[config.mk]
export PLATFORM = sky130hd
export DESIGN_NAME = sorted_key_set_core
export DESIGN_NICKNAME = d
export VERILOG_FILES = /design/src/rtl/core/skset_pkg.sv /design/src/rtl/core/skset_cell.sv /design/src/rtl/core/sorted_key_set_core.sv
export SDC_FILE = /design/constraint.sdc
export NUM_CORES = 2
export LEC_CHECK = 0
export ABC_AREA = 0
export BUFFER_PORTS_ARGS = -buffer_cell sky130_fd_sc_hd__buf_2
export CORE_MARGIN = 2
export CORE_UTILIZATION = 35
export DETAILED_ROUTE_END_ITERATION = 7
export PLACE_DENSITY = 0.56
export SETUP_SLACK_MARGIN = 0.15
export SLEW_MARGIN = 10
export SYNTH_ARGS = -nofsm -noshare
export SYNTH_HDL_FRONTEND = slang
export SYNTH_SLANG_ARGS = --single-unit
[constraint.sdc]
create_clock -name aclk -period 7.5 [get_ports aclk]
set_input_delay 1.5 -clock aclk [delete_from_list [all_inputs] [get_ports aclk]]
set_output_delay 1.5 -clock aclk [all_outputs]
set_load 0.01 [all_outputs]
[src/rtl/core/skset_pkg.sv]
// skset_pkg: shared types and constants for the sorted key set core.
// No dependencies; used by skset_cell, sorted_key_set_core and the testbench.
`default_nettype none

package skset_pkg;

    localparam int CAPACITY_DEF = 16;
    localparam int KEY_W        = 32;
    localparam int COUNT_OUT_W  = 5;

    // Command codes
    localparam logic CMD_INSERT = 1'b0;
    localparam logic CMD_REMOVE = 1'b1;

    // Status codes
    typedef enum logic [1:0] {
        ST_DONE     = 2'd0,
        ST_DUP      = 2'd1,
        ST_NOTFOUND = 2'd2,
        ST_FULL     = 2'd3
    } status_t;

    // Broadcast to every cell in the row; the key travels on its own wire
    typedef struct packed {
        logic ins_en;
        logic rem_en;
    } cell_ctl_t;

endpackage

`default_nettype wire

[src/rtl/core/skset_cell.sv]
// skset_cell: one slot of the sorted row; compares its key with the broadcast
// key and shifts from its left or right neighbour. Depends on skset_pkg.
`default_nettype none

module skset_cell #(
    parameter int IDX   = 0,
    parameter int CNT_W = 5
) (
    input  wire logic                              aclk,
    input  wire skset_pkg::cell_ctl_t              ctl,
    input  wire logic signed [skset_pkg::KEY_W-1:0] key_in,
    input  wire logic [CNT_W-1:0]                  count,
    input  wire logic                              lt_left,
    input  wire logic signed [skset_pkg::KEY_W-1:0] key_left,
    input  wire logic signed [skset_pkg::KEY_W-1:0] key_right,
    output logic                                   lt,
    output logic                                   eq,
    output logic signed [skset_pkg::KEY_W-1:0]     key_out
);

    logic signed [skset_pkg::KEY_W-1:0] key_reg;
    logic signed [skset_pkg::KEY_W-1:0] key_next;
    logic                               occ;

    assign occ     = (count > CNT_W'(IDX));
    assign lt      = occ && (key_reg < key_in);
    assign eq      = occ && (key_reg == key_in);
    assign key_out = key_reg;

    always_comb begin
        key_next = key_reg;
        if (ctl.ins_en && !lt) begin
            // first cell not below the new key takes it, the rest move up
            key_next = lt_left ? key_in : key_left;
        end else if (ctl.rem_en && !lt) begin
            key_next = key_right;
        end
    end

    always_ff @(posedge aclk) begin
        key_reg <= key_next;
    end

endmodule

`default_nettype wire

[src/rtl/core/sorted_key_set_core.sv]
// sorted_key_set_core: top level of the sorted key set, a row of skset_cell.
// Depends on skset_pkg and skset_cell.
//
// Usage
//   Input channel (s_valid/s_ready, s_command, s_key): one beat per command,
//   insert (CMD_INSERT) or remove (CMD_REMOVE) of a signed 32-bit key.
//   Result channel (m_valid/m_ready, m_status, m_entry_count): exactly one
//   beat per command, in order: done, duplicate, not found or full, plus the
//   number of keys held once the command has taken effect.
//   Result: registered, shown in the cycle after the input beat is taken.
//   Throughput: one command per cycle while m_ready is high. Every cell
//   compares its key with the incoming key in the accept cycle; the leftmost
//   cell not below the key marks the insert or remove point, and the cells
//   from there up shift by one place at once. The critical path is one
//   32-bit compare per cell plus the match OR over CAPACITY cells.
//   Stall: a full result register holds while m_ready is low; s_ready is
//   then low, and it is high whenever the result register is empty or is
//   being drained in the same cycle.
//   Reset (aresetn low, synchronous): the set is emptied and no result is
//   pending. Key storage is not cleared; cells above the count are unused.
//   Duplicate wins over full; a remove from an empty set reports not found.
`default_nettype none

module sorted_key_set_core #(
    parameter int CAPACITY = skset_pkg::CAPACITY_DEF
) (
    input  wire logic                               aclk,
    input  wire logic                               aresetn,
    input  wire logic                               s_valid,
    output logic                                    s_ready,
    input  wire logic                               s_command,
    input  wire logic signed [skset_pkg::KEY_W-1:0] s_key,
    output logic                                    m_valid,
    input  wire logic                               m_ready,
    output logic [1:0]                              m_status,
    output logic [skset_pkg::COUNT_OUT_W-1:0]       m_entry_count
);

    localparam int CNT_W = $clog2(CAPACITY + 1);
    localparam logic [CNT_W-1:0] CAP_CNT = CNT_W'(CAPACITY);

    logic                                   s_fire;
    logic                                   hit;
    logic                                   full;
    logic [CAPACITY-1:0]                    lt_vec;
    logic [CAPACITY-1:0]                    eq_vec;
    logic signed [skset_pkg::KEY_W-1:0]     key_q [CAPACITY];
    skset_pkg::cell_ctl_t                   ctl;
    skset_pkg::status_t                     status;

    logic [CNT_W-1:0]                       count_reg, count_next;
    logic                                   m_valid_reg, m_valid_next;
    skset_pkg::status_t                     m_status_reg;
    logic [skset_pkg::COUNT_OUT_W-1:0]      m_entry_count_reg;
    logic [CNT_W+skset_pkg::COUNT_OUT_W-1:0] count_ext;

    assign s_ready = !m_valid_reg || m_ready;
    assign s_fire  = s_valid && s_ready;
    assign hit     = |eq_vec;
    assign full    = (count_reg >= CAP_CNT);

    // Decide the command from the compare results of the whole row
    always_comb begin
        ctl.ins_en = 1'b0;
        ctl.rem_en = 1'b0;
        count_next = count_reg;
        status     = skset_pkg::ST_DONE;
        if (s_command == skset_pkg::CMD_INSERT) begin
            if (hit) begin
                status = skset_pkg::ST_DUP;
            end else if (full) begin
                status = skset_pkg::ST_FULL;
            end else begin
                ctl.ins_en = s_fire;
                count_next = count_reg + CNT_W'(1);
            end
        end else begin
            if (!hit) begin
                status = skset_pkg::ST_NOTFOUND;
            end else begin
                ctl.rem_en = s_fire;
                count_next = count_reg - CNT_W'(1);
            end
        end
    end

    // Row of cells; cell 0 sees "all to the left are below"
    for (genvar i = 0; i < CAPACITY; i++) begin : g_cell
        logic                               lt_left;
        logic signed [skset_pkg::KEY_W-1:0] key_left;
        logic signed [skset_pkg::KEY_W-1:0] key_right;

        if (i == 0) begin : g_first
            assign lt_left  = 1'b1;
            assign key_left = key_q[i];
        end else begin : g_mid
            assign lt_left  = lt_vec[i-1];
            assign key_left = key_q[i-1];
        end

        if (i == CAPACITY - 1) begin : g_last
            assign key_right = key_q[i];
        end else begin : g_notlast
            assign key_right = key_q[i+1];
        end

        skset_cell #(
            .IDX   (i),
            .CNT_W (CNT_W)
        ) u_cell (
            .aclk      (aclk),
            .ctl       (ctl),
            .key_in    (s_key),
            .count     (count_reg),
            .lt_left   (lt_left),
            .key_left  (key_left),
            .key_right (key_right),
            .lt        (lt_vec[i]),
            .eq        (eq_vec[i]),
            .key_out   (key_q[i])
        );
    end

    assign m_valid_next = s_fire || (m_valid_reg && !m_ready);
    assign count_ext    = {{skset_pkg::COUNT_OUT_W{1'b0}}, count_next};

    always_ff @(posedge aclk) begin
        if (!aresetn) begin
            count_reg   <= '0;
            m_valid_reg <= 1'b0;
        end else begin
            if (s_fire) begin
                count_reg <= count_next;
            end
            m_valid_reg <= m_valid_next;
        end
    end

    // Result payload, loaded only on an accepted beat
    always_ff @(posedge aclk) begin
        if (s_fire) begin
            m_status_reg      <= status;
            m_entry_count_reg <= count_ext[skset_pkg::COUNT_OUT_W-1:0];
        end
    end

    assign m_valid       = m_valid_reg;
    assign m_status      = m_status_reg;
    assign m_entry_count = m_entry_count_reg;

`ifndef NO_ASSERTIONS
    a_count_bound: assert property (@(posedge aclk) disable iff (!aresetn)
        count_reg <= CAP_CNT)
        else $error("entry count above capacity");

    a_keys_distinct: assert property (@(posedge aclk) disable iff (!aresetn)
        $onehot0(eq_vec))
        else $error("key held in more than one cell");

    a_insert_count: assert property (@(posedge aclk) disable iff (!aresetn)
        ctl.ins_en |=> count_reg == $past(count_reg) + CNT_W'(1))
        else $error("insert did not grow the count");

    a_remove_count: assert property (@(posedge aclk) disable iff (!aresetn)
        ctl.rem_en |=> count_reg == $past(count_reg) - CNT_W'(1))
        else $error("remove did not shrink the count");

    a_result_follows: assert property (@(posedge aclk) disable iff (!aresetn)
        s_fire |=> m_valid_reg)
        else $error("accepted beat produced no result");
`endif

endmodule

`default_nettype wire

==> flow_metrics.env <==
export IMPL_post_synth_cell_area_avg_um2=11.5
export IMPL_setup_worst_path_class="input pin to flip-flop"
export IMPL_mappedNetlistNets=3923
export IMPL_status="finished clean"
export IMPL_number_of_antenna_violations_at_the_first_check_in_global_routing=13
export IMPL_grt_pass1_vias=28100
export IMPL_fraction_of_layout_instances_using_a_drive_strength_above_1_pct=22.8
export IMPL_largest_register_ff_count=512
export IMPL_dominant_delay_contributor_by_cell_family_on_the_critical_path="simple AND/OR/NAND/NOR gates"
export IMPL_slew_violations=0
export IMPL_critical_path_cell_chain="buf_2, inv_1, ha_1, and4_1, nor4b_1, nand2_1, o2111ai_1, nor4_4, mux2i_4, buf_4, nor2b_4, buf_4"
export IMPL_report_final_setup_viol=0
export IMPL_placement_io_buffers=45
export IMPL_num_fill_cells=10700
export IMPL_post_synth_instance_area_um2=38900
export IMPL_worstReg2RegStart="g_cell[11].u_cell.key_out[21]$_DFFE_PP_"
export IMPL_vias=28500
export IMPL_largest_net_degree_at_the_start_of_global_routing=65
export IMPL_drv_max_cap_violation_count=0
export IMPL_detailedRoute_firstIterationViolations=2547
export IMPL_synth_async_sr_flop_share_pct=0
export IMPL_final_critical_path_setup_slack_ns=1.29
export IMPL_most_used_cell_cp="sky130_fd_sc_hd__buf_4"
export IMPL_power_static_leakage_nw=17.1
export IMPL_start_util_pct=35.2
export IMPL_ioPinCount=46
export IMPL_yosysWarnings=0
export IMPL_power_density_of_the_placed_cells_nw_per_um2=187
export IMPL_rrSetupSlack_ns=2.64
export IMPL_cp_data_required_time_ns=7.82
export IMPL_r2r_worst_path_cells=10
export IMPL_area_growth_synth_to_final_pct=11.2
export IMPL_die_x_um=337
export IMPL_period_minus_slack_ns=6.21
export IMPL_timing_critical_path_buf_inv=4
export IMPL_chipHeight_um=337
export IMPL_synth_top_flop_cell="sky130_fd_sc_hd__edfxtp_1"
export IMPL_cts_root_buffer="sky130_fd_sc_hd__clkbuf_16"
export IMPL_place_congestion=0.913
export IMPL_synth_edf_count=519
export IMPL_clock_sinks=525
export IMPL_critical_path_endpoint_type="flip-flop"
export IMPL_cts_repair_timing_setup_buffer_count=0
export IMPL_r2r_end="g_cell[2].u_cell.key_out[6]$_DFFE_PP_"
export IMPL_post_synth_num_cell_types=73
export IMPL_worst_skew_pair_late_latency_ns=0.66
export IMPL_critPathLaunchType="input pin"
export IMPL_core_area_um2=110000
export IMPL_ant_nets=0
export IMPL_placement_rows=122
export IMPL_global_route_overflow_total=0
export IMPL_post_route_clock_skew_ns=0.0333
export IMPL_clk_transition_reported_paths_ns=0.06
export IMPL_layout_cells_most_common_list="sky130_fd_sc_hd__edfxtp_1 (519), sky130_fd_sc_hd__mux2_2 (518), sky130_fd_sc_hd__ha_1 (517), sky130_fd_sc_hd__o21ai_0 (295), sky130_fd_sc_hd__nand2_1 (233)"
export IMPL_grt_first_pass_wirelength_um=186000
export IMPL_layout_nets=3963
export IMPL_hpwlAfterDp_um=93000
export IMPL_critPathArrivalTime_ns=6.53
export IMPL_ctsLongestPathBuffers=3
export IMPL_tritoncts_clock_tree="yes"
export IMPL_hp_start="m_valid$_SDFF_PN0_"
export IMPL_postCtsHoldBufs=0
export IMPL_clock_fmax_mhz=161
export IMPL_routed_wire_length_per_instance_um=25.0
export IMPL_cp_max_fo=32
export IMPL_crit_slowest_cell="sky130_fd_sc_hd__nor4b_1"
export IMPL_viasPerCell=5.75
export IMPL_layout_cells_most_common="sky130_fd_sc_hd__edfxtp_1"
export IMPL_slew_of_the_pin_with_the_lowest_slew_margin_ns=1.42
export IMPL_timing_critical_path_slowest_cell_delay_ns=1.14
export IMPL_tns_ns=0
export IMPL_ctsResizeCount=0
export IMPL_h_tree_depth=2
export IMPL_hold_path_cell_count=2
export IMPL_grtUsageTotal_pct=21.5
export IMPL_vdd_drop_max_v=0.000179
export IMPL_totalWireLength_um=124000
export IMPL_drt_pass1_iter_count=6
export IMPL_terminating_pin_of_the_worst_hold_path="m_valid$_SDFF_PN0_"
export IMPL_rsz0062_at_grt="false"
export IMPL_slew_limit_headroom_pct=3.67
export IMPL_min_period_over_period_pct=82.8
export IMPL_cts_buffers=61
export IMPL_die_outline_area_um2=114000
export IMPL_report_final_hold_viol_count=0
export IMPL_placement_setup_worst_slack_ns=0.807
export IMPL_synth_seq_area_share_pct=40.4
export IMPL_number_of_instances_in_the_synthesized_netlist=3369
export IMPL_timing_hold_worst_class="flip-flop to flip-flop"
export IMPL_number_of_synthesized_register_bits=525
export IMPL_detail_route_drc_violations=0
==> cell usage after synthesis, types with 4 or more instances <==
cell type / count / area, µm²
sky130_fd_sc_hd__and2_1: 4 / 25.0
sky130_fd_sc_hd__nand3_2: 6 / 60.1
sky130_fd_sc_hd__buf_2: 38 / 190
sky130_fd_sc_hd__ha_1: 517 / 6470
sky130_fd_sc_hd__o21ai_1: 37 / 185
sky130_fd_sc_hd__nor3_1: 24 / 120
sky130_fd_sc_hd__buf_6: 9 / 101
sky130_fd_sc_hd__dfxtp_1: 6 / 120
sky130_fd_sc_hd__a2111oi_0: 11 / 96.3
sky130_fd_sc_hd__a21oi_1: 218 / 1090
sky130_fd_sc_hd__mux2_2: 518 / 5830
sky130_fd_sc_hd__nor2b_1: 33 / 206
sky130_fd_sc_hd__nor2_1: 58 / 218
sky130_fd_sc_hd__o21a_1: 9 / 67.6
sky130_fd_sc_hd__a21o_1: 37 / 278
sky130_fd_sc_hd__and4_1: 9 / 78.8
sky130_fd_sc_hd__nand3_1: 41 / 205
sky130_fd_sc_hd__o31ai_1: 4 / 30.0
sky130_fd_sc_hd__a21boi_0: 5 / 37.5
sky130_fd_sc_hd__nand2_1: 233 / 875
sky130_fd_sc_hd__buf_4: 5 / 37.5
sky130_fd_sc_hd__clkbuf_1: 109 / 409
sky130_fd_sc_hd__or3_1: 6 / 37.5
sky130_fd_sc_hd__a31oi_1: 8 / 50.1
sky130_fd_sc_hd__nor2_4: 4 / 45.0
sky130_fd_sc_hd__o21ba_2: 4 / 40.0
sky130_fd_sc_hd__inv_1: 62 / 233
sky130_fd_sc_hd__nor4_1: 21 / 131
sky130_fd_sc_hd__o211ai_1: 26 / 195
sky130_fd_sc_hd__nand2b_1: 14 / 87.6
sky130_fd_sc_hd__nor4b_1: 4 / 35.0
sky130_fd_sc_hd__a221oi_1: 5 / 43.8
sky130_fd_sc_hd__edfxtp_1: 519 / 15600
sky130_fd_sc_hd__mux2_1: 74 / 833
sky130_fd_sc_hd__mux2i_1: 193 / 1930
sky130_fd_sc_hd__a211oi_1: 18 / 135
sky130_fd_sc_hd__nand4_1: 126 / 788
sky130_fd_sc_hd__o21ai_0: 296 / 1480
sky130_fd_sc_hd__buf_1: 4 / 15.0
==> worst max-delay path by stage <==
stage              start                                endpoint  slack [ns]  depth (start not counted)
6_report       s_key[23]   g_cell[2].u_cell.key_out[6]$_DFFE_PP_        1.29                         12
5_1_grt        s_key[31]   g_cell[6].u_cell.key_out[5]$_DFFE_PP_        1.19                         11
4_1_cts        s_key[23]   g_cell[0].u_cell.key_out[7]$_DFFE_PP_        1.43                         12
3_5_place_dp   s_key[23]   g_cell[0].u_cell.key_out[4]$_DFFE_PP_        0.81                         12
3_3_place_gp   s_key[24]   g_cell[0].u_cell.key_out[4]$_DFFE_PP_        0.81                         12
2_1_floorplan  s_key[31]  g_cell[15].u_cell.key_out[0]$_DFFE_PP_        0.86                         12
==> metrics by stage <==
step           instances  hold WS, ns  total power [W]  util [%]  area, µm²
6_report            4947        0.538          0.00810      39.2      43200
5_1_grt             4943        0.595          0.00843      39.2      43200
4_1_cts             4942        0.544          0.00814      39.2      43200
3_5_place_dp        4834        0.535          0.00515      37.4      41300
3_3_place_gp        4834        0.516          0.00512      37.4      41300
2_1_floorplan       3369        0.544          0.00461         -      38900
==> per-layer routing <==
layer	up-vias	GRT usage (%)	routed length [µm]
li1	13300	-	-
met4	10	5.14	2800
met2	904	32.7	53500
met1	14100	31.5	58400
met3	185	3.92	9020
met5	-	0	57
==> tightest hold or removal path: stages, from the launching register on <==
cell,delay (ns)
sky130_fd_sc_hd__dfxtp_1,0.31
sky130_fd_sc_hd__nand2b_1,0.10
sky130_fd_sc_hd__a21boi_0,0.08
==> cell type report <==
class / instances / area (µm²) / area share (%)
tap: 1488 / 1860 / 4.31
clock inverter: 29 / 256 / 0.593
inverter: 62 / 233 / 0.538
clock buffer: 79 / 1640 / 3.79
multi-input combinational: 2617 / 22500 / 52.0
antenna: 5 / 12.5 / 0.0289
sequential: 525 / 15700 / 36.3
timing repair buffer: 142 / 1040 / 2.41
==> cells by family (layout without fill, tap and decap cells) <==
family,Yosys count,after routing,share of synthesized area (%)
muxes,785,785,22.1
AOI/OAI and AO/OA,709,709,10.4
and+or+nand+nor,602,602,7.89
DFF,525,525,40.4
adders and majority gates,517,517,16.6
buffers and inverters,227,312,2.54
xor gates and xnor gates,4,4,0.0901
other,0,5,0
==> where the power goes <==
group          switching [W]  total [W]  internal [W]  leakage (nW)
logic               0.000864    0.00146      0.000600          11.3
clock network        0.00130    0.00299       0.00169         0.919
registers           0.000165    0.00365       0.00348          4.88
total                0.00233    0.00810       0.00577          17.1
No activity file was read; power rests on OpenSTA's default activity.
